[src/hw/rtl/sme_pkg.sv]
package sme_pkg;

	localparam int unsigned STACK_DEPTH_DEF = 1024;
	localparam int unsigned DATA_W          = 32;
	localparam int unsigned ACT_W           = 4;
	localparam int unsigned DEPTH_W         = 11;

	// action codes
	localparam logic [ACT_W-1:0] OP_PUSH = 4'd0;
	localparam logic [ACT_W-1:0] OP_ADD  = 4'd1;
	localparam logic [ACT_W-1:0] OP_SUB  = 4'd2;
	localparam logic [ACT_W-1:0] OP_MUL  = 4'd3;
	localparam logic [ACT_W-1:0] OP_DIV  = 4'd4;
	localparam logic [ACT_W-1:0] OP_EQ   = 4'd5;
	localparam logic [ACT_W-1:0] OP_DUP  = 4'd6;
	localparam logic [ACT_W-1:0] OP_SWAP = 4'd7;
	localparam logic [ACT_W-1:0] OP_DUMP = 4'd8;
	localparam logic [ACT_W-1:0] OP_IF   = 4'd9;
	localparam logic [ACT_W-1:0] OP_END  = 4'd10;

	typedef enum logic [2:0] {
		ST_OK   = 3'd0,
		ST_FULL = 3'd1,
		ST_FEW  = 3'd2,
		ST_DIVZ = 3'd3,
		ST_SKIP = 3'd4
	} status_t;

	typedef enum logic [2:0] {
		S_IDLE,
		S_EXEC,
		S_RD_B,
		S_RD_A,
		S_SWAP2,
		S_DIV_WAIT,
		S_DONE
	} state_t;

	typedef enum logic [1:0] {
		ADDR_TOP,
		ADDR_NEXT,
		ADDR_FREE
	} addr_sel_t;

	typedef enum logic [2:0] {
		WD_VALUE,
		WD_RD,
		WD_ALU,
		WD_ZERO,
		WD_B,
		WD_QUOT
	} wd_sel_t;

	typedef enum logic [1:0] {
		CNT_HOLD,
		CNT_INC,
		CNT_DEC
	} cnt_op_t;

	typedef enum logic [1:0] {
		SKIP_HOLD,
		SKIP_CLR,
		SKIP_FROM_RD
	} skip_op_t;

	typedef enum logic [1:0] {
		ALU_ADD,
		ALU_SUB,
		ALU_MUL,
		ALU_EQ
	} alu_op_t;

	typedef struct packed {
		logic      accept;
		logic      rd_en;
		addr_sel_t rd_sel;
		logic      wr_en;
		addr_sel_t wr_sel;
		wd_sel_t   wd_sel;
		cnt_op_t   cnt_op;
		skip_op_t  skip_op;
		logic      cap_b;
		logic      set_st;
		status_t   st;
		logic      set_top;
		logic      div_start;
		alu_op_t   alu_op;
		logic      load_out;
	} cmd_t;

	typedef struct packed {
		logic cnt_zero;
		logic cnt_lt2;
		logic cnt_full;
		logic skip;
		logic b_zero;
		logic div_done;
		logic out_free;
	} stat_t;

endpackage

[src/hw/rtl/sme_ctrl.sv]
// Sequencer: decodes the action and steps the datapath through it.
module sme_ctrl (
	input  logic                        clk,
	input  logic                        arst_n,
	input  logic                        in_valid,
	output logic                        in_ready,
	input  logic [sme_pkg::ACT_W-1:0]   action,
	input  sme_pkg::stat_t              stat,
	output sme_pkg::cmd_t               cmd
);

	sme_pkg::state_t          state_q;
	sme_pkg::state_t          state_d;
	logic [sme_pkg::ACT_W-1:0] act_q;
	sme_pkg::status_t          ex_st;
	logic                      ex_rd;
	sme_pkg::alu_op_t          alu_op;

	always_ff @(posedge clk or negedge arst_n) begin
		if (!arst_n) begin
			state_q <= sme_pkg::S_IDLE;
			act_q   <= '0;
		end else begin
			state_q <= state_d;
			if (in_valid && in_ready) begin
				act_q <= action;
			end
		end
	end

	// first-cycle checks: status on failure, and whether the top entry is needed
	always_comb begin
		ex_st = sme_pkg::ST_OK;
		ex_rd = 1'b0;
		if (stat.skip && act_q != sme_pkg::OP_END) begin
			ex_st = sme_pkg::ST_SKIP;
		end else begin
			unique case (act_q)
				sme_pkg::OP_PUSH: begin
					if (stat.cnt_full) ex_st = sme_pkg::ST_FULL;
				end
				sme_pkg::OP_ADD, sme_pkg::OP_SUB, sme_pkg::OP_MUL, sme_pkg::OP_DIV,
				sme_pkg::OP_EQ, sme_pkg::OP_SWAP: begin
					if (stat.cnt_lt2) ex_st = sme_pkg::ST_FEW;
					else ex_rd = 1'b1;
				end
				sme_pkg::OP_DUP: begin
					if (stat.cnt_zero) ex_st = sme_pkg::ST_FEW;
					else if (stat.cnt_full) ex_st = sme_pkg::ST_FULL;
					else ex_rd = 1'b1;
				end
				sme_pkg::OP_DUMP, sme_pkg::OP_IF: begin
					if (stat.cnt_zero) ex_st = sme_pkg::ST_FEW;
					else ex_rd = 1'b1;
				end
				default: ;
			endcase
		end
	end

	always_comb begin
		unique case (act_q)
			sme_pkg::OP_ADD: alu_op = sme_pkg::ALU_ADD;
			sme_pkg::OP_SUB: alu_op = sme_pkg::ALU_SUB;
			sme_pkg::OP_MUL: alu_op = sme_pkg::ALU_MUL;
			default:         alu_op = sme_pkg::ALU_EQ;
		endcase
	end

	// next state
	always_comb begin
		state_d = state_q;
		unique case (state_q)
			sme_pkg::S_IDLE: begin
				if (in_valid) state_d = sme_pkg::S_EXEC;
			end
			sme_pkg::S_EXEC: begin
				state_d = ex_rd ? sme_pkg::S_RD_B : sme_pkg::S_DONE;
			end
			sme_pkg::S_RD_B: begin
				if (act_q == sme_pkg::OP_DUP || act_q == sme_pkg::OP_DUMP ||
				    act_q == sme_pkg::OP_IF) begin
					state_d = sme_pkg::S_DONE;
				end else begin
					state_d = sme_pkg::S_RD_A;
				end
			end
			sme_pkg::S_RD_A: begin
				if (act_q == sme_pkg::OP_SWAP) begin
					state_d = sme_pkg::S_SWAP2;
				end else if (act_q == sme_pkg::OP_DIV && !stat.b_zero) begin
					state_d = sme_pkg::S_DIV_WAIT;
				end else begin
					state_d = sme_pkg::S_DONE;
				end
			end
			sme_pkg::S_SWAP2: begin
				state_d = sme_pkg::S_DONE;
			end
			sme_pkg::S_DIV_WAIT: begin
				if (stat.div_done) state_d = sme_pkg::S_DONE;
			end
			sme_pkg::S_DONE: begin
				if (stat.out_free) state_d = sme_pkg::S_IDLE;
			end
			default: state_d = sme_pkg::S_IDLE;
		endcase
	end

	// outputs
	always_comb begin
		in_ready      = 1'b0;
		cmd           = '0;
		cmd.rd_sel    = sme_pkg::ADDR_TOP;
		cmd.wr_sel    = sme_pkg::ADDR_TOP;
		cmd.wd_sel    = sme_pkg::WD_ZERO;
		cmd.cnt_op    = sme_pkg::CNT_HOLD;
		cmd.skip_op   = sme_pkg::SKIP_HOLD;
		cmd.st        = sme_pkg::ST_OK;
		cmd.alu_op    = alu_op;
		unique case (state_q)
			sme_pkg::S_IDLE: begin
				in_ready   = 1'b1;
				cmd.accept = in_valid;
			end
			sme_pkg::S_EXEC: begin
				cmd.set_st = (ex_st != sme_pkg::ST_OK);
				cmd.st     = ex_st;
				cmd.rd_en  = ex_rd;
				if (ex_st == sme_pkg::ST_OK && act_q == sme_pkg::OP_PUSH) begin
					cmd.wr_en  = 1'b1;
					cmd.wr_sel = sme_pkg::ADDR_FREE;
					cmd.wd_sel = sme_pkg::WD_VALUE;
					cmd.cnt_op = sme_pkg::CNT_INC;
				end
				if (ex_st == sme_pkg::ST_OK && act_q == sme_pkg::OP_END) begin
					cmd.skip_op = sme_pkg::SKIP_CLR;
				end
			end
			sme_pkg::S_RD_B: begin
				cmd.cap_b = 1'b1;
				if (act_q == sme_pkg::OP_DUP) begin
					cmd.wr_en  = 1'b1;
					cmd.wr_sel = sme_pkg::ADDR_FREE;
					cmd.wd_sel = sme_pkg::WD_RD;
					cmd.cnt_op = sme_pkg::CNT_INC;
				end else if (act_q == sme_pkg::OP_DUMP) begin
					cmd.set_top = 1'b1;
				end else if (act_q == sme_pkg::OP_IF) begin
					cmd.skip_op = sme_pkg::SKIP_FROM_RD;
					cmd.cnt_op  = sme_pkg::CNT_DEC;
				end else begin
					cmd.rd_en  = 1'b1;
					cmd.rd_sel = sme_pkg::ADDR_NEXT;
				end
			end
			sme_pkg::S_RD_A: begin
				if (act_q == sme_pkg::OP_SWAP) begin
					cmd.wr_en  = 1'b1;
					cmd.wr_sel = sme_pkg::ADDR_TOP;
					cmd.wd_sel = sme_pkg::WD_RD;
				end else if (act_q == sme_pkg::OP_DIV) begin
					if (stat.b_zero) begin
						cmd.wr_en  = 1'b1;
						cmd.wr_sel = sme_pkg::ADDR_TOP;
						cmd.wd_sel = sme_pkg::WD_ZERO;
						cmd.set_st = 1'b1;
						cmd.st     = sme_pkg::ST_DIVZ;
					end else begin
						cmd.div_start = 1'b1;
					end
				end else begin
					cmd.wr_en  = 1'b1;
					cmd.wr_sel = sme_pkg::ADDR_NEXT;
					cmd.wd_sel = sme_pkg::WD_ALU;
					cmd.cnt_op = sme_pkg::CNT_DEC;
				end
			end
			sme_pkg::S_SWAP2: begin
				cmd.wr_en  = 1'b1;
				cmd.wr_sel = sme_pkg::ADDR_NEXT;
				cmd.wd_sel = sme_pkg::WD_B;
			end
			sme_pkg::S_DIV_WAIT: begin
				if (stat.div_done) begin
					cmd.wr_en  = 1'b1;
					cmd.wr_sel = sme_pkg::ADDR_NEXT;
					cmd.wd_sel = sme_pkg::WD_QUOT;
					cmd.cnt_op = sme_pkg::CNT_DEC;
				end
			end
			sme_pkg::S_DONE: begin
				cmd.load_out = stat.out_free;
			end
			default: ;
		endcase
	end

endmodule

[config.mk]
export PLATFORM = sky130hd
export DESIGN_NAME = sme_ctrl
export DESIGN_NICKNAME = d
export VERILOG_FILES = /design/src/hw/rtl/sme_pkg.sv /design/src/hw/rtl/sme_ctrl.sv
export SDC_FILE = /design/constraint.sdc
export NUM_CORES = 1
export LEC_CHECK = 0
export BUFFER_PORTS_ARGS = -buffer_cell sky130_fd_sc_hd__buf_2
export CAP_MARGIN = 20
export CORE_MARGIN = 2
export CORE_UTILIZATION = 35
export DETAILED_ROUTE_END_ITERATION = 8
export PLACE_DENSITY = 0.64
export SLEW_MARGIN = 20
export SYNTH_ARGS = -nofsm -noshare
export SYNTH_HDL_FRONTEND = slang
export SYNTH_SLANG_ARGS = --single-unit
[constraint.sdc]
create_clock -name clk -period 2.37 [get_ports clk]
set_clock_uncertainty 0.1 [all_clocks]
set_input_delay 0.237 -clock clk [delete_from_list [all_inputs] [get_ports clk]]
set_output_delay 0.237 -clock clk [all_outputs]
set_load 0.01 [all_outputs]
==> reports/qor.yml, run 1 <==
routing:
  drt-initial-drc-count: 23
  vias_per_cell: 5.46
  drt-pass1-iter-count: 4
  ant_nets: 0
  drt_drc_violations_left: 0
  wl_per_cell_um: 13.1
  routed-via-count: 1027
  routed_wl_um: 2460
timing:
  max_freq_ghz: 0.434
  fin_crit_sh: 0.973
  worstMarginPinSlew_ns: 0.491
  final.setup.tns_ns: 0
  setup_viol: 0
  timing.final.ws_setup_ns: 0.0636
  rsz0062_at_grt: "yes"
  slew_violations: 0
  min_period_ns: 2.31
  relSlewSlack: 0.669
  finalHoldViolations: 0
power:
  power.density_nw_per_um2: 1210
  netSwitchingFraction: 0.496
  power_switching_mw: 0.688
  p_leak_nw: 0.566
  ir_drop_mv: 0.897
  p_total_mw: 1.39
  intPower_mw: 0.700
  p_seq_frac: 0.223
  combinationalPowerShare: 0.700
  clkPwrFrac: 0.077
yosys:
  yosysWarnings: 0
  synth_top_family_by_area: "simple AND/OR/NAND/NOR gates"
  synth-compound-area-share: 0.262
  synth_nets: 134
  synth_cells: 120
  synthFlopType: "dfrtp_1"
  ys_ff_latch: 7
  synth_area_sq_um: 860
  synth_edf_count: 0
  async_flop_share: 1.00
  ys_seq_area_frac: 0.204
  synthMuxAreaShare: 0.0262
  yosys.area.top_type: "dfrtp_1"
  synth-simple-area-share: 0.387
  synthXorXnorAreaFrac: 0.0204
  synthTopCellsByArea: "dfrtp_1 20%, nand2_1 6.1%, o21ai_0 4.7%, nand2b_1 4.4%, nor3_1 4.1%"
  synth_top_area_share: 0.204
  synthAdderAreaFrac: 0
  synth_cell_types: 45
  syn_area_per_cell_sq_um: 7.16
place:
  port-buffer-count: 37
  dp_hpwl_um: 1960
  gp_congestion: 0.859
  dpl_worst_slack_ns: 0.289
grt:
  antenna_found_initial: 0
  grt_pass1_wl_um: 3860
  grt_usage: 0.184
  grt_max_degree: 15
  overflow: 0
  grt_pass1_vias: 881
floorplanning:
  dieArea_sq_um: 2870
  die_w_um: 53.6
  initial_core_util: 0.378
  row_count: 17
  coreArea_sq_um: 2280
  die_h_um: 53.6
  io_pins: 39
outcome:
  status: "finished clean"
worst_setup_path:
  reg2reg_from: "act_q[1]$_DFFE_PN0P_"
  r2r-end: "state_q[2]$_DFFE_PN0P_"
  critPathLaunchType: "flip-flop"
  worstRegToRegCells: 5
  worstPathArrival_ns: 1.97
  crit_path_max_fanout: 8
  end_kind: "output pin"
  cp.required_ns: 2.03
  r2r_slack_ns: 0.50
  critical_path_class: "flip-flop to output pin"
clocking:
  clockRootBuffer: "clkbuf_4"
  clock-sinks: 7
  clkTransAtPathRegs_ns: 0.05
  cts_tree: "done"
  clockBufferDepth: 2
  htreeDepth: 1
  cts_buffers: 3
  clock_latency_ns: 0.25
layout:
  syn_to_final_growth_pct: 33.3
  drive_gt1_frac: 0.388
  nets: 175
  antenna_cells: 0
worst_hold_path:
  holdPathStages: 3
  holdCritStartpoint: "action[0]"
  holdCritPathClass: "input pin to flip-flop"
  hold_path_end: "act_q[0]$_DFFE_PN0P_"
flow_run:
  maxCapViolCount: 0
-- cell usage after synthesis (2+ instances only) --
master and n:
nand2_1 14, nor2_1 9, inv_1 8, o21ai_0 8
dfrtp_1 7, nor3_1 7, buf_2 6, nand2b_1 6
a21oi_1 5, nand3b_1 4, a21o_1 3, and2_1 2
and3_1 2, buf_4 2, mux2_2 2, nor3b_1 2
nor4_1 2, o22ai_1 2, o41ai_1 2, xor2_1 2
-- cell usage in the layout (no fill, tap or decap), types with 3 or more instances in the layout --
cell type and count:
nand2_1 14, nand2b_1 6, nor3_1 7, inv_1 8, dfrtp_1 5, clkbuf_4 3
a21o_1 3, o21ai_0 8, nand3b_1 4, nor2_1 9, buf_4 7, a21oi_1 4
buf_2 37
-- what timing repair did --
item                       4_1_cts  5_1_grt
resized for setup                0        7
hold endpoints to repair         7        0
setup buffers                    0        2
hold buffers                     1        0
setup endpoints to repair        0        9
-- layer usage --
layer / global-route usage / part of all wire / routed length, um / vias to the layer above
met4: 0.0342 / 0 / 0 / 0
met1: 0.231 / 0.46 / 1130 / 477
met5: 0 / 0 / 0 / -
met2: 0.315 / 0.47 / 1160 / 35
met3: 0.0528 / 0.068 / 168 / 0
li1: - / - / - / 515
-- sequential cells by signal, indices dropped and copies added, names as in the netlist --
| register | cells |
|---|---|
| state_q | 3 |
| act_q | 4 |
-- critical path, stage by stage, from the launching register on --
cell	delay, ns
dfrtp_2	0.45
or2_4	0.27
or4_4	0.55
buf_6	0.14
a22oi_2	0.16
buf_2	0.15
-- through the flow --
step                      area (sq um)  instances   util  hold slack, ns
final                             1150        188  0.504          0.0989
after global routing              1150        188  0.504           0.125
after CTS                         1110        186  0.487          0.0938
after detailed placement          1070        181  0.471         -0.0246
after global placement            1070        181  0.471         -0.0217
after floorplan                    860        120      -          -0.159
-- layout make-up --
cell class	count	area (sq um)
Inverter	8	30.0
Sequential cell	7	178
Fill cell	231	1130
Clock buffer	4	26.3
Multi-Input combinational cell	95	618
Tap cell	28	35.0
Timing Repair Buffer	46	259
-- worst max-delay path by stage --
stage | startpoint | to | slack (ns) | cells after the start
2_1_floorplan | state_q[2]$_DFFE_PN0P_ | cmd[13] | 0.36 | 5
3_3_place_gp | act_q[1]$_DFFE_PN0P_ | cmd[8] | 0.33 | 5
3_5_place_dp | act_q[2]$_DFFE_PN0P_ | cmd[8] | 0.29 | 5
4_1_cts | act_q[2]$_DFFE_PN0P_ | cmd[8] | 0.006 | 5
5_1_grt | act_q[2]$_DFFE_PN0P_ | cmd[15] | 0.00007 | 5
6_report | act_q[1]$_DFFE_PN0P_ | cmd[8] | 0.06 | 5
-- kinds of logic after synthesis --
group | after synthesis
AO/OA/AOI/OAI | 32
XOR/XNOR | 2
buffers and inverters | 18
flip-flops | 7
multiplexers | 2
other | 1
AND/OR/NAND/NOR | 58
-- power groups by stage --
stage / clock, mW / sequential (mW) / combinational, mW
6_report: 0.107 / 0.309 / 0.972
5_1_grt: 0.116 / 0.327 / 1.08
4_1_cts: 0.112 / 0.300 / 0.943
3_5_place_dp: 0 / 0.302 / 0.936
3_3_place_gp: 0 / 0.298 / 0.927
2_1_floorplan: 0 / 0.222 / 0.726
Power figures use the tool's default switching activity.
==> inputs of run 2 (changes only) <==
--- a/config.mk
+++ b/config.mk
@@ -8,9 +8,9 @@
 export BUFFER_PORTS_ARGS = -buffer_cell sky130_fd_sc_hd__buf_2
 export CAP_MARGIN = 20
 export CORE_MARGIN = 2
-export CORE_UTILIZATION = 35
+export CORE_UTILIZATION = 45
 export DETAILED_ROUTE_END_ITERATION = 8
-export PLACE_DENSITY = 0.64
+export PLACE_DENSITY = 0.78
 export SLEW_MARGIN = 20
 export SYNTH_ARGS = -nofsm -noshare
 export SYNTH_HDL_FRONTEND = slang
==> run 2 against run 1 <==
Net effect: sequential share of layout area rose by 0.21 points; via count fell by 1.2%; hold slack lost 0.0064 ns; maximum frequency is 2.4% higher; combinational power rose by 4%; sequential power down 11%; die area fell by 21%; final area decreased by 1.3%; wire length decreased by 5.9%; largest power group unchanged.
==> reports/qor.yml, run 2 (synthesis gave the netlist of run 1 again) <==
outcome:
  status: "finished clean"
layout:
  drive_gt1_frac: 0.381
  fillCellCount: 189
  final_area_sq_um: 1130
  top_register: "act_q"
  antenna_cells: 0
  nets: 175
  top_regs: "act_q (4), state_q (3)"
  syn_to_final_growth_pct: 31.6
  final_core_util: 0.641
  seqCellArea_sq_um: 178
  multi_input_area_sq_um: 611
  layout_common_cells: "37 x buf_2, 14 x nand2_1, 9 x nor2_1"
  largest_reg_flops: 4
  final_common_cell: "buf_2"
routing:
  drt-initial-drc-count: 13
  routed_wl_um: 2320
  vias_per_cell: 5.49
  routed-via-count: 1015
  ant_nets: 0
  wl_met2_um: 1160
  met3WireLength_um: 130
  drt_drc_violations_left: 0
  drt-pass1-iter-count: 4
  wl_per_cell_um: 12.5
  highest_layer: "met3"
  wl_met1_um: 1030
power:
  ir_drop_mv: 0.912
  p_leak_nw: 0.563
  p_total_mw: 1.39
  power.density_nw_per_um2: 1230
floorplanning:
  die_h_um: 47.7
  coreArea_sq_um: 1760
  die_w_um: 47.7
  io_pins: 39
  initial_core_util: 0.487
  dieArea_sq_um: 2280
  row_count: 15
grt:
  overflow: 0
  grt_usage: 0.215
  antenna_found_initial: 0
  grt_max_degree: 15
  grt_pass1_wl_um: 3510
  grt_pass1_vias: 849
worst_setup_path:
  critical_path_class: "flip-flop to output pin"
  cp.required_ns: 2.03
  critPathLaunchType: "flip-flop"
  worstPathArrival_ns: 1.92
  crit_path_max_fanout: 5
  end_kind: "output pin"
place:
  place_area_sq_um: 1070
  port-buffer-count: 37
  gp_congestion: 0.866
  dp_hpwl_um: 1820
timing:
  final.setup.tns_ns: 0
  fin_crit_sh: 0.950
  rsz0062_at_grt: "no"
  max_freq_ghz: 0.444
  holdWs_ns: 0.0924
  finalHoldViolations: 0
  slew_violations: 0
  setup_viol: 0
  min_period_ns: 2.25
worst_hold_path:
  holdCritPathClass: "input pin to flip-flop"
clocking:
  clock-sinks: 7
  cts_tree: "done"
  htreeDepth: 1
  cts_buffers: 3
  clock_latency_ns: 0.25
  clockBufferDepth: 2
  clkTransAtPathRegs_ns: 0.05
  clockRootBuffer: "clkbuf_4"
flow_run:
  maxCapViolCount: 0
-- run 2: cell count changes in the layout (fill, tap and decap cells not counted) --
cell	change
and3_1	+1
and3_4	-1
buf_4	+1
buf_6	-1
or3b_2	+1
or3b_4	-1
-- run 2: power by group --
group | total, mW | switching [mW] | internal [mW]
logic | 1.01 | 0.550 | 0.458
registers | 0.274 | 0.0916 | 0.183
clock network | 0.107 | 0.0428 | 0.0641
-- run 2: path summary, 6_finish.rpt --
| path | cells past startpoint | to | from | slack [ns] |
|---|---|---|---|---|
| worst max-delay path | 5 | cmd[8] | act_q[1]$_DFFE_PN0P_ | 0.12 |
| worst min-delay path | 3 | act_q[1]$_DFFE_PN0P_ | action[1] | 0.09 |
| worst max register to register | 5 | state_q[2]$_DFFE_PN0P_ | act_q[1]$_DFFE_PN0P_ | 0.57 |
| worst min register to register | 1 | act_q[2]$_DFFE_PN0P_ | act_q[2]$_DFFE_PN0P_ | 0.51 |
| max in group asynchronous | 2 | state_q[0]$_DFFE_PN0P_ | arst_n | 1.76 |
| min in group asynchronous | 2 | act_q[1]$_DFFE_PN0P_ | arst_n | 0.24 |
-- run 2: critical path: stages, from the launching register on --
cell and delay, ns:
dfrtp_1 0.39, or2_4 0.26, or4_4 0.54, and3_1 0.19, a22oi_2 0.13, buf_2 0.15
-- run 2: metrics by stage --
stage	cells	setup slack [ns]
after global routing	185	0.00628
final	185	0.117
after detailed placement	178	0.237
after CTS	183	0.0581
after floorplan	120	0.359
after global placement	178	0.293
-- run 2: area by class of cell --
| class | count | area share |
|---|---|---|
| Multi-Input combinational cell | 95 | 0.540 |
| Timing Repair Buffer | 46 | 0.226 |
| Sequential cell | 7 | 0.157 |
| Tap cell | 25 | 0.0277 |
| Inverter | 8 | 0.0265 |
| Clock buffer | 4 | 0.0232 |
-- run 2: timing repair --
item | CTS | global route
gates cloned | 0 | 0
hold buffers | 1 | 0
resized for setup | 2 | 2
hold endpoints to repair | 7 | 0
buffers inserted | 0 | 2
setup endpoints to repair | 2 | 6
-- run 2: routing by layer --
| layer | GRT usage | vias up |
|---|---|---|
| met5 | 0 | - |
| met2 | 0.384 | 27 |
| met4 | 0.0324 | 0 |
| li1 | - | 509 |
| met3 | 0.0566 | 0 |
| met1 | 0.263 | 479 |
==> inputs of run 3 (changes only) <==
--- a/config.mk
+++ b/config.mk
@@ -11,6 +11,7 @@
 export CORE_UTILIZATION = 45
 export DETAILED_ROUTE_END_ITERATION = 8
 export PLACE_DENSITY = 0.78
+export REMOVE_ABC_BUFFERS = 1
 export SLEW_MARGIN = 20
 export SYNTH_ARGS = -nofsm -noshare
 export SYNTH_HDL_FRONTEND = slang
==> run 3 against run 2 <==
Net effect: first-iteration DRC count up 110%; sequential share of layout area down 0.14 points; final cell count up 0.54%; worst setup slack worse by 0.022 ns; wire length up 11%; largest cell class unchanged; flip-flop and latch count unchanged; utilization up 0.57 points; count of clock-buffer cells in the layout unchanged; hold slack worse by 0.0019 ns; maximum frequency down 0.96%.
==> reports/qor.yml, run 3 (synthesis gave the netlist of run 1 again) <==
routing:
  wl_per_cell_um: 13.8
  routed-via-count: 1036
  drt-initial-drc-count: 27
  vias_per_cell: 5.57
  drt_drc_violations_left: 0
  routed_wl_um: 2570
  drt-pass1-iter-count: 4
  ant_nets: 0
grt:
  grt_max_degree: 15
  overflow: 0
  antenna_found_initial: 0
  grt_usage: 0.236
  grt_pass1_vias: 902
  grt_pass1_wl_um: 3850
layout:
  drive_gt1_frac: 0.385
  layout_common_cells: "37 x buf_2, 14 x nand2_1, 9 x nor2_1, 9 x buf_4"
  layoutNonFillerInstCount: 186
  final_area_sq_um: 1140
  largest_reg_flops: 4
  nets: 176
  final_common_cell: "buf_2"
  top_regs: "act_q (4), state_q (3)"
  top_register: "act_q"
  antenna_cells: 0
  final_core_util: 0.647
  syn_to_final_growth_pct: 32.8
worst_hold_path:
  holdCritStartpoint: "action[1]"
  holdCritPathClass: "input pin to flip-flop"
  holdPathStages: 3
  hold_path_end: "act_q[1]$_DFFE_PN0P_"
timing:
  finalHoldViolations: 0
  min_period_ns: 2.27
  slew_violations: 0
  rsz0062_at_grt: "no"
  fin_crit_sh: 0.960
  final.setup.tns_ns: 0
  setup_viol: 0
  timing.final.ws_setup_ns: 0.0956
  max_freq_ghz: 0.440
  holdWs_ns: 0.0906
outcome:
  status: "finished clean"
clocking:
  clock-sinks: 7
  htreeDepth: 1
  cts_buffers: 3
  clockRootBuffer: "clkbuf_4"
  cts_tree: "done"
  clock_latency_ns: 0.25
  clkTransAtPathRegs_ns: 0.05
  clockBufferDepth: 2
floorplanning:
  dieArea_sq_um: 2280
  row_count: 15
  io_pins: 39
  initial_core_util: 0.487
  coreArea_sq_um: 1760
  die_w_um: 47.7
  die_h_um: 47.7
worst_setup_path:
  critPathLaunchType: "flip-flop"
  end_kind: "output pin"
  reg2reg_from: "state_q[0]$_DFFE_PN0P_"
  cp.required_ns: 2.03
  worstRegToRegCells: 4
  critical_path_class: "flip-flop to output pin"
  worstPathArrival_ns: 1.94
  crit_path_max_fanout: 5
  r2r-end: "act_q[3]$_DFFE_PN0P_"
  r2r_slack_ns: 0.48
power:
  p_leak_nw: 0.570
  p_total_mw: 1.42
  ir_drop_mv: 0.848
  power.density_nw_per_um2: 1250
place:
  place_area_sq_um: 1060
  dp_hpwl_um: 1910
  port-buffer-count: 37
  dp_cells: 177
  gp_congestion: 0.824
  dpl_worst_slack_ns: 0.242
flow_run:
  maxCapViolCount: 0
run 3: worst max-delay path by stage:
stage,start,end,slack [ns],depth (start not counted)
final,act_q[1]$_DFFE_PN0P_,cmd[8],0.1,5
after global routing,act_q[2]$_DFFE_PN0P_,cmd[8],0.02,5
after CTS,state_q[2]$_DFFE_PN0P_,cmd[19],0.0003,5
after detailed placement,act_q[2]$_DFFE_PN0P_,cmd[8],0.24,5
after global placement,act_q[2]$_DFFE_PN0P_,cmd[8],0.30,5
after floorplan,act_q[1]$_DFFE_PN0P_,cmd[8],0.35,4
run 3: per-layer routing:
layer / GRT usage / wire (um)
met3: 0.0453 / 127
met1: 0.295 / 1090
met4: 0.0324 / 12
met2: 0.427 / 1330
met5: 0 / 0
run 3: what timing repair did:
action | 4_1_cts | 5_1_grt
buffers inserted | 1 | 3
hold buffers | 1 | 0
cloned | 0 | 0
hold endpoints to repair | 7 | 0
setup endpoints to repair | 2 | 10
resized for setup | 1 | 4
run 3: report_power, final:
group | total, mW | switching [mW] | internal (mW)
Clock | 0.108 | 0.0436 | 0.0642
Sequential | 0.294 | 0.111 | 0.183
Combinational | 1.02 | 0.553 | 0.468
run 3: final cells by class:
type / instances / area (sq um)
clock buffer: 4 / 26.3
fill: 185 / 623
inverter: 8 / 30.0
multi-input combinational: 95 / 613
sequential: 7 / 178
tap: 25 / 31.3
timing repair buffer: 47 / 263
run 3: critical path: stages (launching register included):
cell     delay [ns]
dfrtp_1        0.41
or2_4          0.27
or4_4          0.54
and3_1         0.19
a22oi_2        0.13
buf_2          0.15
